### src/design/sp2c_pkg.sv
// Shared constants, types and the arctangent table for the scan projection block.
`timescale 1ns / 1ps
package sp2c_pkg;

  localparam int CORDIC_STAGES = 16;
  localparam int RANGE_BITS    = 16;
  localparam int FRAC_BITS     = 16;
  localparam int ATAN_LEN      = 24;
  localparam int NSTAGE        = (CORDIC_STAGES > ATAN_LEN) ? ATAN_LEN : CORDIC_STAGES;
  localparam int XW            = RANGE_BITS + FRAC_BITS + 2;
  localparam int ZW            = 32;
  localparam int GAIN_BITS     = 30;
  localparam logic [GAIN_BITS-1:0] GAIN_Q30 = 30'd652032874;
  localparam int OUT_MAX       = 65535;
  localparam int QDEPTH        = 4;
  localparam int QAW           = $clog2(QDEPTH);
  localparam logic [15:0] CUTOFF_RESET = 16'd30000;

  typedef enum logic [1:0] {
    REG_ANGLE_START = 2'd0,
    REG_ANGLE_STEP  = 2'd1,
    REG_RANGE_MIN   = 2'd2,
    REG_RANGE_LIMIT = 2'd3
  } reg_index_t;

  typedef struct packed {
    logic signed [XW-1:0] x0;
    logic signed [ZW-1:0] z;
    logic [1:0]           quad;
    logic                 kept;
    logic                 last;
  } item_t;

  typedef struct packed {
    logic signed [XW-1:0] x;
    logic signed [XW-1:0] y;
    logic signed [ZW-1:0] z;
    logic [1:0]           quad;
    logic                 kept;
    logic                 last;
  } stage_t;

  function automatic logic signed [ZW-1:0] atan_of(input int unsigned i);
    logic signed [ZW-1:0] a;
    unique case (i)
      0:  a = 32'sd536870912;
      1:  a = 32'sd316933406;
      2:  a = 32'sd167458907;
      3:  a = 32'sd85004756;
      4:  a = 32'sd42667331;
      5:  a = 32'sd21354465;
      6:  a = 32'sd10679838;
      7:  a = 32'sd5340245;
      8:  a = 32'sd2670163;
      9:  a = 32'sd1335087;
      10: a = 32'sd667544;
      11: a = 32'sd333772;
      12: a = 32'sd166886;
      13: a = 32'sd83443;
      14: a = 32'sd41722;
      15: a = 32'sd20861;
      16: a = 32'sd10430;
      17: a = 32'sd5215;
      18: a = 32'sd2608;
      19: a = 32'sd1304;
      20: a = 32'sd652;
      21: a = 32'sd326;
      22: a = 32'sd163;
      23: a = 32'sd81;
      default: a = '0;
    endcase
    return a;
  endfunction

endpackage

### src/design/sp2c_queue.sv
// Short queue between the front end and the rotation pipeline.
`timescale 1ns / 1ps
module sp2c_queue (
  input  logic             clk,
  input  logic             rst,
  input  logic             push_valid,
  output logic             push_ready,
  input  sp2c_pkg::item_t  push_item,
  output logic             pop_valid,
  input  logic             pop_ready,
  output sp2c_pkg::item_t  pop_item
);

  sp2c_pkg::item_t mem [sp2c_pkg::QDEPTH];
  logic [sp2c_pkg::QAW-1:0] wr_ptr;
  logic [sp2c_pkg::QAW-1:0] rd_ptr;
  logic [sp2c_pkg::QAW:0]   count;
  logic push;
  logic pop;

  assign push_ready = count != (sp2c_pkg::QAW + 1)'(sp2c_pkg::QDEPTH);
  assign pop_valid  = count != '0;
  assign pop_item   = mem[rd_ptr];
  assign push       = push_valid && push_ready;
  assign pop        = pop_valid && pop_ready;

  always_ff @(posedge clk) begin
    if (rst) begin
      wr_ptr <= '0;
      rd_ptr <= '0;
      count  <= '0;
    end else begin
      if (push) wr_ptr <= wr_ptr + 1'b1;
      if (pop) rd_ptr <= rd_ptr + 1'b1;
      if (push && !pop) begin
        count <= count + 1'b1;
      end else if (pop && !push) begin
        count <= count - 1'b1;
      end
    end
  end

  always_ff @(posedge clk) begin
    if (push) mem[wr_ptr] <= push_item;
  end

endmodule

### config.mk
export PLATFORM = sky130hd
export DESIGN_NAME = sp2c_queue
export DESIGN_NICKNAME = d
export VERILOG_FILES = /design/src/design/sp2c_pkg.sv /design/src/design/sp2c_queue.sv
export SDC_FILE = /design/constraint.sdc
export NUM_CORES = 1
export LEC_CHECK = 0
export BUFFER_PORTS_ARGS = -buffer_cell sky130_fd_sc_hd__buf_4
export CORE_AREA = 3 3 168 170
export DETAILED_ROUTE_END_ITERATION = 16
export DIE_AREA = 0 0 171 173
export PLACE_DENSITY_LB_ADDON = 0.12
export SYNTH_ARGS = -nofsm -noshare
export SYNTH_HDL_FRONTEND = slang
export SYNTH_SLANG_ARGS = --single-unit
### constraint.sdc
create_clock -name clk -period 3.6 [get_ports clk]
set_clock_uncertainty 0.15 [all_clocks]
set_input_delay 0.36 -clock clk [delete_from_list [all_inputs] [get_ports clk]]
set_output_delay 0.36 -clock clk [all_outputs]
set_load 0.005 [all_outputs]
==> flow_summary.rst <==
.. list-table::
   :header-rows: 1

   * - Metric
     - Value
   * - Number of standard cells in the final layout excluding fillers
     - 1015
   * - Maximum clock path buffer count
     - 3
   * - Worst relative slew slack
     - ~55%
   * - Leakage
     - approximately 4.7 nW
   * - Cells traversed along the worst timing path
     - buf_4 -> mux4_2 -> buf_4
   * - Final critical-path setup slack
     - between 800 and 900 ps
   * - Net switching power of the design
     - 2.30 mW
   * - Clk Tree Root Cell
     - clkbuf_16
   * - Worst-Margin Slew
     - about 680 ps
   * - Number of top-level pins
     - around 150
   * - Setup TNS
     - 0 ps
   * - Mean post-synth cell area
     - ~26 sq um
   * - Worst skew pair latency
     - 540 ps
   * - Source of the worst register-to-register timing path
     - count[0]$_SDFFE_PP0P_
   * - Type of the worst setup path
     - flop to output port
   * - Post-CTS Setup Bufs
     - 0
   * - Post-synth ARST share
     - 0%
   * - Starting utilization of the core area
     - 39.6%
   * - Setup-failing EPs final
     - 0
   * - Cell seen most often among critical-path stages
     - buf_4
   * - Syn_nets
     - slightly below 500
   * - Crit path time final
     - around 2800 ps
   * - Number of DRC markers in iteration 0
     - roughly 460
   * - Number of flops mapped to enable cells by yosys
     - 280
   * - Total Nets Final
     - ~740
   * - Count of yosys warnings during synthesis
     - 0
   * - Data required time at the worst endpoint
     - ~3100 ps
   * - Vias per cell
     - 5.00
   * - Die area
     - 0.0296 sq mm
   * - Hold Worst Slack
     - 104 ps
   * - All-Layer GR Usage
     - 14.1%
   * - Die Height
     - 173 um
   * - Reg-to-reg critical path endpoint
     - count[2]$_SDFFE_PP0P_
   * - Routed wire length
     - between 20000 and 25000 um
   * - Number of register bits inferred by synthesis
     - ~290
   * - Peak clock frequency supported by timing
     - around 360 MHz
   * - Vias in the first global route
     - approximately 5600
   * - Number of max-cap violations
     - 0
   * - Pins over their slew limit
     - 0
   * - Cell Count Post-Placement
     - just under 900
   * - Final-layout fill cell count
     - between 2000 and 2500
   * - Post-CTS clock slew at the launch and capture registers of the worst setup and hold paths
     - 60 ps
   * - TritonCTS clock tree
     - built
   * - Overall Power
     - between 9 and 10 mW
   * - Proportion of power drawn by flip-flops and latches
     - around 46%
   * - Worst-case setup slack after placement
     - roughly 1200 ps
   * - CP endpoint kind
     - output port
   * - Synth unique cells
     - 24
   * - Worst hold-check path type
     - input port to flop
   * - Data arrival, critical path
     - roughly 2300 ps
   * - Quantity of I/O buffers inserted on ports
     - between 100 and 150
   * - Cell row count
     - 60
   * - Final hold violation count
     - 0
   * - Clk pwr share
     - approximately a third
   * - Final worst path period share
     - 77.5%
   * - Wire length of the first global-routing pass
     - 32400 um
   * - Cell Pwr Density
     - 679 mW/mm^2
   * - Share of layout cells above drive strength 1
     - 40.9%
   * - Pint
     - roughly 7 mW
   * - Switching share of power
     - 24.6%
   * - Gate power share
     - between 20% and 30%
   * - Peak ir drop on the vdd network
     - 372 uV
   * - Routed len/inst
     - 20.4 um
   * - Synth Instances
     - roughly 410
   * - Number of routed nets with antenna violations
     - 0
   * - Synthesized cell area
     - between 0.01 and 0.015 sq mm
   * - Die X-Extent
     - about 170 um
   * - Detailed-route DRC error count
     - 0
   * - Min-delay src
     - pop_ready
   * - End-of-flow core utilization
     - 51.2%
   * - Number of sinks on the clock net
     - ~290
   * - Number of antenna violations at the first check in global routing
     - 0
   * - Max Fanout on Critical Path
     - 38
   * - DR pass1 iterations
     - 4
   * - Startpoint type of the worst setup path
     - flop
   * - Number of CTS-inserted buffers
     - 31
   * - Worst stage delay on the critical path
     - ~730 ps
   * - Count of antenna diodes in the layout
     - 0
   * - Largest net degree at the start of global routing
     - 42
   * - Detailed Place HPWL
     - 12400 um
   * - Worst reg2reg setup slack
     - 1130 ps
   * - Routability Congestion
     - around 0.73
   * - Sequential-to-total area share from yosys stat
     - 80.7%
   * - Aggregate global routing overflow
     - 0
   * - Total via count after detailed routing
     - just over 5000
   * - Worst-path cell with the longest stage delay
     - dfxtp_4
   * - Setup repair after global routing missed its margin
     - no
   * - Status
     - complete, no violations
   * - Count of cells along the worst register-to-register path
     - 8
   * - Core footprint
     - ~0.027 sq mm
   * - Cell area after layout
     - approximately 0.014 sq mm
   * - Post-synthesis to final-layout area growth
     - 29.4%
   * - Top FF cell, synth
     - edfxtp_1
   * - H-tree levels
     - 1
   * - Placed Area
     - 0.0121 sq mm
   * - Number of instances on the worst hold path
     - 4
-- worst max-delay path by stage --
| stage | startpoint | slack (ps) | endpoint |
|---|---|---|---|
| 3_5_place_dp | count[0]$_SDFFE_PP0P_ | 1160 | count[2]$_SDFFE_PP0P_ |
| 2_1_floorplan | count[0]$_SDFFE_PP0P_ | 570 | mem[0][0]$_DFFE_PP_ |
| 4_1_cts | flop | 710 | pop_item[57] |
| 5_1_grt | flop | 660 | pop_item[63] |
| 6_report | flop | 810 | pop_item[57] |
| 3_3_place_gp | count[0]$_SDFFE_PP0P_ | 1290 | mem[1][1]$_DFFE_PP_ |
-- kinds of logic (layout without fill, tap and decap cells) --
kind of cell,Yosys count,count (layout),share of synthesized area (%)
flip-flops,289,289,80.7
multiplexers,73,73,15.1
buffers and inverters,20,280,1.93
AND/OR/NAND/NOR,17,17,0.788
adder cells (fa/ha/maj),6,6,0.776
AO/OA/AOI/OAI,5,5,0.353
XOR/XNOR,4,4,0.329
-- cell type report --
cell class / count / area [sq um] / area share, %
clock inverter: 16 / 151 / 1.10
clock buffer: 36 / 795 / 5.77
multi-input combinational: 105 / 1860 / 13.5
tap: 341 / 427 / 3.10
inverter: 3 / 11.3 / 0.0818
timing repair buffer: 225 / 1930 / 14.0
sequential: 289 / 8600 / 62.4
-- state kept, by name, summed over array words and instances (netlist names), named ones only --
| name | count |
|---|---|
| rd_ptr | 2 |
| count | 3 |
| wr_ptr | 2 |
| mem | 280 |
-- layout by cell type (no fill, tap or decap), types with 2 or more instances in the layout --
cell type      instances
clkinv_1               3
mux2i_1                2
clkinv_4               4
inv_1                  3
or3_1                  2
and2_4                 4
clkinv_2               4
xor2_1                 4
nand2b_1               2
edfxtp_1             280
dfxtp_4                2
inv_6                  2
dfxtp_1                7
mux4_2                70
nor2_1                 8
buf_4                149
clkbuf_1               5
bufinv_16              2
dlygate4sd3_1         71
clkbuf_16             31
ha_1                   5
buf_12                 5
-- synthesized netlist by cell type (2+ instances only) --
cell type	n	area, sq um
ha_1	5	62.6
and2_1	4	25.0
mux2i_1	2	20.0
buf_12	7	140
buf_2	7	35.0
nand2b_1	2	12.5
dfxtp_1	9	180
xor2_1	4	35.0
inv_1	3	11.3
or3_1	2	12.5
edfxtp_1	280	8410
mux4_2	70	1580
nor2_1	8	30.0
-- power by group through the flow --
| stage | clock network (mW) | logic [mW] | registers [mW] |
|---|---|---|---|
| after floorplan | 0 | 1.33 | 4.24 |
| after global placement | 0 | 2.13 | 4.33 |
| after detailed placement | 0 | 2.14 | 4.35 |
| after CTS | 3.01 | 2.22 | 4.28 |
| after global routing | 3.17 | 2.34 | 4.31 |
| final | 2.94 | 2.14 | 4.26 |
-- critical path, delay by kind of cell (launching register included) --
| family | cells | cell delay (ps) |
|---|---|---|
| multiplexers | 1 | 400 |
| flip-flops | 1 | 730 |
| buffers and inverters | 2 | 580 |
-- timing repair --
item / CTS / global route
gates resized for setup: 0 / 0
hold buffers: 71 / 0
hold endpoints to repair: 287 / 0
-- metal layers --
metal | global-route usage [%] | wire length [um] | vias to the layer above
li1 | - | - | 2246
met1 | 18.7 | 8530 | 2652
met2 | 23.5 | 10400 | 144
met3 | 3.80 | 1420 | 29
met4 | 3.39 | 314 | 0
met5 | 0 | 0 | -
(Power assumes the default switching activity.)
