==> config.mk <==
export PLATFORM = sky130hd
export DESIGN_NAME = sp2c_front
export DESIGN_NICKNAME = d
export VERILOG_FILES = /design/src/design/sp2c_pkg.sv /design/src/design/sp2c_front.sv
export SDC_FILE = /design/constraint.sdc
export NUM_CORES = 1
export LEC_CHECK = 0
export CAP_MARGIN = 20
export CORE_MARGIN = 1
export CORE_UTILIZATION = 45
export DETAILED_ROUTE_END_ITERATION = 12
export DONT_BUFFER_PORTS = 1
export SYNTH_ARGS = -nofsm -noshare
export SYNTH_HDL_FRONTEND = slang
export SYNTH_SLANG_ARGS = --single-unit
==> constraint.sdc <==
create_clock -name clk -period 19.57 [get_ports clk]
set_input_delay 0.9785 -clock clk [delete_from_list [all_inputs] [get_ports clk]]
set_output_delay 0.9785 -clock clk [all_outputs]
set_load 0.01 [all_outputs]
==> src/design/sp2c_pkg.sv <==
// Shared constants, types and the arctangent table for the scan projection block.
`timescale 1ns / 1ps
package sp2c_pkg;

  localparam int CORDIC_STAGES = 16;
  localparam int RANGE_BITS    = 16;
  localparam int FRAC_BITS     = 16;
  localparam int ATAN_LEN      = 24;
  localparam int NSTAGE        = (CORDIC_STAGES > ATAN_LEN) ? ATAN_LEN : CORDIC_STAGES;
  localparam int XW            = RANGE_BITS + FRAC_BITS + 2;
  localparam int ZW            = 32;
  localparam int GAIN_BITS     = 30;
  localparam logic [GAIN_BITS-1:0] GAIN_Q30 = 30'd652032874;
  localparam int OUT_MAX       = 65535;
  localparam int QDEPTH        = 4;
  localparam int QAW           = $clog2(QDEPTH);
  localparam logic [15:0] CUTOFF_RESET = 16'd30000;

  typedef enum logic [1:0] {
    REG_ANGLE_START = 2'd0,
    REG_ANGLE_STEP  = 2'd1,
    REG_RANGE_MIN   = 2'd2,
    REG_RANGE_LIMIT = 2'd3
  } reg_index_t;

  typedef struct packed {
    logic signed [XW-1:0] x0;
    logic signed [ZW-1:0] z;
    logic [1:0]           quad;
    logic                 kept;
    logic                 last;
  } item_t;

  typedef struct packed {
    logic signed [XW-1:0] x;
    logic signed [XW-1:0] y;
    logic signed [ZW-1:0] z;
    logic [1:0]           quad;
    logic                 kept;
    logic                 last;
  } stage_t;

  function automatic logic signed [ZW-1:0] atan_of(input int unsigned i);
    logic signed [ZW-1:0] a;
    unique case (i)
      0:  a = 32'sd536870912;
      1:  a = 32'sd316933406;
      2:  a = 32'sd167458907;
      3:  a = 32'sd85004756;
      4:  a = 32'sd42667331;
      5:  a = 32'sd21354465;
      6:  a = 32'sd10679838;
      7:  a = 32'sd5340245;
      8:  a = 32'sd2670163;
      9:  a = 32'sd1335087;
      10: a = 32'sd667544;
      11: a = 32'sd333772;
      12: a = 32'sd166886;
      13: a = 32'sd83443;
      14: a = 32'sd41722;
      15: a = 32'sd20861;
      16: a = 32'sd10430;
      17: a = 32'sd5215;
      18: a = 32'sd2608;
      19: a = 32'sd1304;
      20: a = 32'sd652;
      21: a = 32'sd326;
      22: a = 32'sd163;
      23: a = 32'sd81;
      default: a = '0;
    endcase
    return a;
  endfunction

endpackage

==> src/design/sp2c_front.sv <==
// Front end: configuration registers, beam counter, angle reduction, gain scaling, keep test.
`timescale 1ns / 1ps
module sp2c_front (
  input  logic                clk,
  input  logic                rst,
  input  logic                cfg_we,
  input  logic [1:0]          cfg_index,
  input  logic [15:0]         cfg_data,
  input  logic                in_valid,
  output logic                in_ready,
  input  logic [15:0]         range_mm,
  input  logic                scan_end,
  output logic                push_valid,
  input  logic                push_ready,
  output sp2c_pkg::item_t     push_item
);

  logic [15:0] angle_start;
  logic [15:0] angle_step;
  logic [15:0] range_minimum;
  logic [15:0] range_limit;
  logic [15:0] beam_index;

  logic [31:0] step_prod;
  logic [15:0] angle;
  logic [15:0] quad_sum;
  logic [1:0]  quad;
  logic [15:0] resid;
  logic [sp2c_pkg::RANGE_BITS-1:0] r;
  logic [sp2c_pkg::RANGE_BITS+sp2c_pkg::GAIN_BITS-1:0] gain_prod;
  logic accept;

  assign in_ready   = push_ready;
  assign push_valid = in_valid;
  assign accept     = in_valid && push_ready;

  always_ff @(posedge clk) begin
    if (rst) begin
      angle_start   <= '0;
      angle_step    <= '0;
      range_minimum <= '0;
      range_limit   <= sp2c_pkg::CUTOFF_RESET;
    end else if (cfg_we) begin
      unique case (sp2c_pkg::reg_index_t'(cfg_index))
        sp2c_pkg::REG_ANGLE_START: angle_start   <= cfg_data;
        sp2c_pkg::REG_ANGLE_STEP:  angle_step    <= cfg_data;
        sp2c_pkg::REG_RANGE_MIN:   range_minimum <= cfg_data;
        sp2c_pkg::REG_RANGE_LIMIT: range_limit   <= cfg_data;
      endcase
    end
  end

  always_ff @(posedge clk) begin
    if (rst) begin
      beam_index <= '0;
    end else if (accept) begin
      beam_index <= scan_end ? 16'd0 : beam_index + 16'd1;
    end
  end

  always_comb begin
    step_prod = 32'(beam_index) * 32'(angle_step);
    angle     = angle_start + step_prod[15:0];
    quad_sum  = angle + 16'd8192;
    quad      = quad_sum[15:14];
    resid     = angle - {quad, 14'd0};
    r         = sp2c_pkg::RANGE_BITS'(range_mm);
    gain_prod = (sp2c_pkg::RANGE_BITS + sp2c_pkg::GAIN_BITS)'(r) *
                (sp2c_pkg::RANGE_BITS + sp2c_pkg::GAIN_BITS)'(sp2c_pkg::GAIN_Q30);

    push_item.x0   = $signed({2'b00, gain_prod[sp2c_pkg::RANGE_BITS+sp2c_pkg::GAIN_BITS-1:
                                               sp2c_pkg::GAIN_BITS-sp2c_pkg::FRAC_BITS]});
    push_item.z    = $signed({resid, 16'd0});
    push_item.quad = quad;
    push_item.kept = (32'(r) >= 32'(range_minimum)) && (32'(r) < 32'(range_limit));
    push_item.last = scan_end;
  end

endmodule

==> reports/metrics.cfg, run 1 <==
[floorplanning]
ios=112
die_w_um=189.4
core_sq_um=34540
rows=68
start_util=0.4573
die_h_um=189.4
die_area_sq_um=35850

[clock_network]
cts_tree=yes
ctsResizeCount=0
htree_levels=3
cts_inserted_buffers=9
postCtsSetupBuffers=0
cts.clk_slew.worst_paths_ns=0.06
clockBufferDepth=2
cts_sinks=80
postCtsHoldBufs=0
root_buffer=clkbuf_16
clk_latency_ns=0.34

[yosys]
ys.flop_type=dfxtp_1
ys_warn_count=0
synthesis.area_sq_um=15800
synth_cells=1771
synth.area.top_cells=fa_1 (33%), ha_1 (20%), dfxtp_1 (10%)
synth_top_area_cell=fa_1
syn_area_per_cell_sq_um=8.919
synth_common_cells=inv_1 (424), fa_1 (263), ha_1 (248)
ys_async_sr_fraction=0
ys_seq_elements=80
yosysUniqueCellTypes=53
synth-seq-area-share=0.1014
synth_most_common_cell=inv_1
yosysTopAreaCellShare=0.3333
synth_edf_count=0

[detailed_routing]
postRouteAntennaNets=0
first_pass_iters=5
drc_errors=0
drtIter0Drc=554
num_vias=10990
wl_um=39500
wl_per_cell_um=18.03
vias_per_cell=5.016

[critical_path]
cp_top_family=adder cells
cp.required_ns=18.59
cp-start-kind=input port
cpMostUsedCell=fa_1
critical_path_class=input port to output port
crit_chain=ha_1 > xor2_1 > ha_1 > a21oi_1 > fa_1 > fa_1 > fa_1 > fa_1 > inv_1 > ha_1 > and2_1 > o211ai_2 > a211oi_1 > a211o_1 > a21oi_1 > a211oi_2 > a311o_2 > nand4_1 > a21boi_1 > xor2_1
crit_arrival_ns=7.08
cpPeakStageDelay_ns=0.51
crit_fanout=11
setup.worst_path.end_class=output port
cp_num_buf_inv=1
cpMaxStageDelayCell=fa_1

[run]
maxCapViolCount=0

[placement]
gp_congestion=0.9356
dp.final_hpwl_um=34190
io_buffers=0

[hold_path]
hold_path_class=register to register

[timing]
tightest_slew_ns=1.060
rsz0062_at_grt=false
slew_headroom=0.2910
final.setup_skew_ns=0.008764
fmaxAchievable_mhz=124.1
finalHoldViolations=0
drv_slew=0
fin_crit_sh=0.4118
min_period_ns=8.059
final.setup.tns_ns=0
finalSetupViolCount=0

[grt]
overflow=0
gr-usage-all-layers=0.2301
antenna_found_initial=0
top_usage_layer=met2
use_met3=0.02428
grt_pass1_vias=11370
grt_pass1_wl_um=62970
grt_max_degree=66
groute.layer.met2.usage=0.3915
use_met1=0.3093

[cells_and_area]
drive_gt1_frac=0.02304
num_antenna_cells=0
final_net_count=2282
syn_to_final_growth_pct=4.024

[outcome]
status=completed

layout by cell type, fill, tap and decap left out, types with 5 or more instances in the layout:
cell type / instances
conb_1: 18
o21a_1: 5
and2_1: 54
xnor2_1: 59
nor2_1: 50
and3_1: 5
a21oi_1: 89
nor3_1: 10
nand2b_1: 8
inv_1: 424
o21ai_0: 11
a211o_1: 9
a21o_1: 42
dfxtp_1: 80
nor2b_1: 8
fa_1: 263
nand4_1: 8
nand3_1: 15
xor2_1: 37
clkbuf_16: 9
nand2_1: 223
or2_2: 10
ha_1: 248
worst reg2reg max path, stage by stage, from the launching register on:
cell,delay (ns)
dfxtp_1,0.81
and3_1,0.31
and3_1,0.25
nand3_1,0.10
nor2_1,0.24
and4_1,0.26
nand3_1,0.09
xor2_1,0.14
nor2_1,0.05
stage by stage:
stage / area (sq um) / worst slack [ns] / util / hold WS (ns) / cells
after floorplan: 15860 / 12.25 / - / 0.4363 / 1788
after global placement: 16100 / 11.66 / 0.4661 / 0.4367 / 2174
after detailed placement: 16110 / 11.57 / 0.4664 / 0.4419 / 2175
after CTS: 16430 / 11.50 / 0.4757 / 0.4499 / 2191
after global routing: 16430 / 11.13 / 0.4757 / 0.4647 / 2191
final: 16430 / 11.51 / 0.4757 / 0.4518 / 2191
flip-flops by register name, indices dropped and copies added, names as in the netlist:
| signal | cells |
|---|---|
| beam_index | 16 |
| range_limit | 16 |
| angle_start | 16 |
| range_minimum | 16 |
| angle_step | 16 |
worst paths after layout:
path	to	slack (ns)	depth (start not counted)	start
min	angle_start[14]	0.45	2	angle_start[14]
max	push_item[66]	11.51	20	range_mm[13]
max reg2reg	beam_index[15]	17.18	8	beam_index[3]
min reg2reg	angle_start[14]	0.45	2	angle_start[14]
layer usage:
layer,vias to the layer above,part of all wire,wire length [um]
met5,-,0,0
met4,0,0.029,1135
met1,5445,0.46,18150
met3,51,0.034,1333
met2,226,0.48,18880
li1,5268,-,-
final cells by class:
| class | instances | area [sq um] |
|---|---|---|
| Sequential cell | 80 | 1602 |
| Timing Repair Buffer | 4 | 30.03 |
| Clock inverter | 5 | 78.83 |
| Tap cell | 455 | 569.3 |
| Multi-Input combinational cell | 1212 | 12320 |
| Inverter | 424 | 1592 |
| Fill cell | 3350 | 18110 |
| Clock buffer | 11 | 242.7 |
cell families (layout without fill, tap and decap cells):
| kind of cell | Yosys count | after routing | synth area share |
|---|---|---|---|
| flops | 80 | 80 | 0.1014 |
| compound gates | 187 | 187 | 0.07803 |
| buf+inv | 496 | 444 | 0.1229 |
| mux | 1 | 1 | 0.0006337 |
| fa+ha+maj | 511 | 511 | 0.5298 |
| other cells | 1 | 18 | 0.0002374 |
| simple gates | 399 | 399 | 0.1138 |
| xor+xnor | 96 | 96 | 0.05323 |
Power of run 1 is left out: the tool's default activity adds up to more than one toggle a clock period on the data nets, which glitch-free logic cannot reach.
==> inputs of run 2 (changes only) <==
--- a/config.mk
+++ b/config.mk
@@ -5,6 +5,7 @@
 export SDC_FILE = /design/constraint.sdc
 export NUM_CORES = 1
 export LEC_CHECK = 0
+export ABC_AREA = 1
 export CAP_MARGIN = 20
 export CORE_MARGIN = 1
 export CORE_UTILIZATION = 45
==> constraint.sdc (replaced) <==
create_clock -name clk -period 8.15 [get_ports clk]
set_input_delay 0.4075 -clock clk [delete_from_list [all_inputs] [get_ports clk]]
set_output_delay 0.4075 -clock clk [all_outputs]
set_load 0.01 [all_outputs]
==> reports/metrics.cfg, run 2 <==
[clock_network]
ctsResizeCount=0
clk_latency_ns=0.34
htree_levels=3
cts_tree=yes
cts_sinks=80
postCtsHoldBufs=0
clockBufferDepth=2
cts.clk_slew.worst_paths_ns=0.07
root_buffer=clkbuf_16
postCtsSetupBuffers=0
cts_inserted_buffers=9

[placement]
gp_congestion=0.9367
io_buffers=0
dp.final_hpwl_um=41750

[floorplanning]
core_sq_um=37840
ios=112
die_area_sq_um=39460
rows=71
die_w_um=198.6
start_util=0.4598
die_h_um=198.6

[timing]
fin_crit_sh=0.8875
final.setup.tns_ns=0
tightest_slew_ns=0.8546
finalHoldViolations=0
min_period_ns=7.233
holdWs_ns=0.1656
finalSetupViolCount=0
slew_headroom=0.4296
fmaxAchievable_mhz=138.3
rsz0062_at_grt=false
drv_slew=0
final.setup_skew_ns=0.009942

[detailed_routing]
postRouteAntennaNets=0
first_pass_iters=6
drc_errors=0
vias_per_cell=5.031
num_vias=13840
wl_um=47790
wl_per_cell_um=17.37
drtIter0Drc=792

[yosys]
synth.area.top_cells=fa_1 (30%), ha_1 (18%), inv_1 (13%)
synth_common_cells=inv_1 (613), nand2_1 (366), fa_1 (263)
ys_seq_elements=80
yosysUniqueCellTypes=47
ys_async_sr_fraction=0
ys.flop_type=dfxtp_1
synth_edf_count=0
ys_warn_count=0
yosysTopAreaCellShare=0.3026
synth_top_area_cell=fa_1
synth_most_common_cell=inv_1
synthesis.area_sq_um=17400
synth_cells=2267
synth-seq-area-share=0.09203
syn_area_per_cell_sq_um=7.676

[cells_and_area]
final_cell_mix=inv_1 (613), nand2_1 (366), fa_1 (263)
num_antenna_cells=0
drive_gt1_frac=0.03214
final_net_count=2786
layout_commonest_cell=inv_1
fill_cells=3810
fin_util=0.4781
syn_to_final_growth_pct=3.976

[hold_path]
hold_path_class=input port to register

[critical_path]
critical_path_class=register to output port
crit_arrival_ns=6.83
cpPeakStageDelay_ns=0.72
cp.required_ns=7.74
crit_fanout=17
cpMostUsedCell=inv_1
cpMaxStageDelayCell=dfxtp_1
setup.worst_path.end_class=output port
r2r_setup_slack_ns=6.04
cp-start-kind=register

[grt]
antenna_found_initial=0
grt_pass1_vias=14030
grt_max_degree=59
overflow=0
gr-usage-all-layers=0.2529
grt_pass1_wl_um=75740

[run]
maxCapViolCount=0

[outcome]
status=completed

## run 2: cells by family (layout without fill, tap and decap cells)
logic type                 Yosys count  count (layout)  synth area share
DFF                                 80              80           0.09203
and+or+nand+nor                    652             652            0.1583
adders and majority gates          511             511            0.4809
AOI/OAI and AO/OA                  287             287           0.08966
buffers and inverters              686             642            0.1538
xor gates and xnor gates            50              50           0.02517
other                                1              18         0.0002155
## run 2: final timing paths
kind / start / endpoint / cells after the start
setup / recovery: angle_step[1] / push_item[3] / 28
hold / removal: rst / range_limit[13] / 2
setup reg to reg: beam_index[2] / beam_index[11] / 9
hold reg to reg: range_limit[0] / range_limit[0] / 2
## run 2: routing by layer
layer	part of all wire	vias up	global-route usage
li1	-	6746	-
met1	0.43	6743	0.3209
met2	0.50	298	0.4531
met3	0.044	54	0.03001
met4	0.023	0	0.06439
met5	0	-	0
## run 2: critical path, delay by kind of cell (launching register included)
kind | cells | cell delay (ns)
adders and majority gates | 8 | 3.68
DFF | 1 | 0.72
xor gates and xnor gates | 3 | 0.59
buffers and inverters | 8 | 0.46
and+or+nand+nor | 9 | 1.04
## run 2: through the flow
stage | instances | setup WS (ns) | area [sq um]
global route | 2751 | 0.4270 | 18090
CTS | 2750 | 0.8908 | 18080
finish | 2751 | 0.9173 | 18090
global placement | 2734 | 1.402 | 17790
floorplan | 2284 | 1.652 | 17470
detailed placement | 2734 | 1.259 | 17790
## run 2: area by class of cell
class	instances	area [sq um]	share of cell area
Clock inverter	6	50.05	0.002766
Multi-Input combinational cell	1518	13190	0.7289
Tap cell	511	639.4	0.03534
Timing Repair Buffer	5	45.04	0.002489
Sequential cell	80	1602	0.08851
Inverter	621	2331	0.1288
Clock buffer	10	239.0	0.01321
Power of run 2 is left out for the same reason.
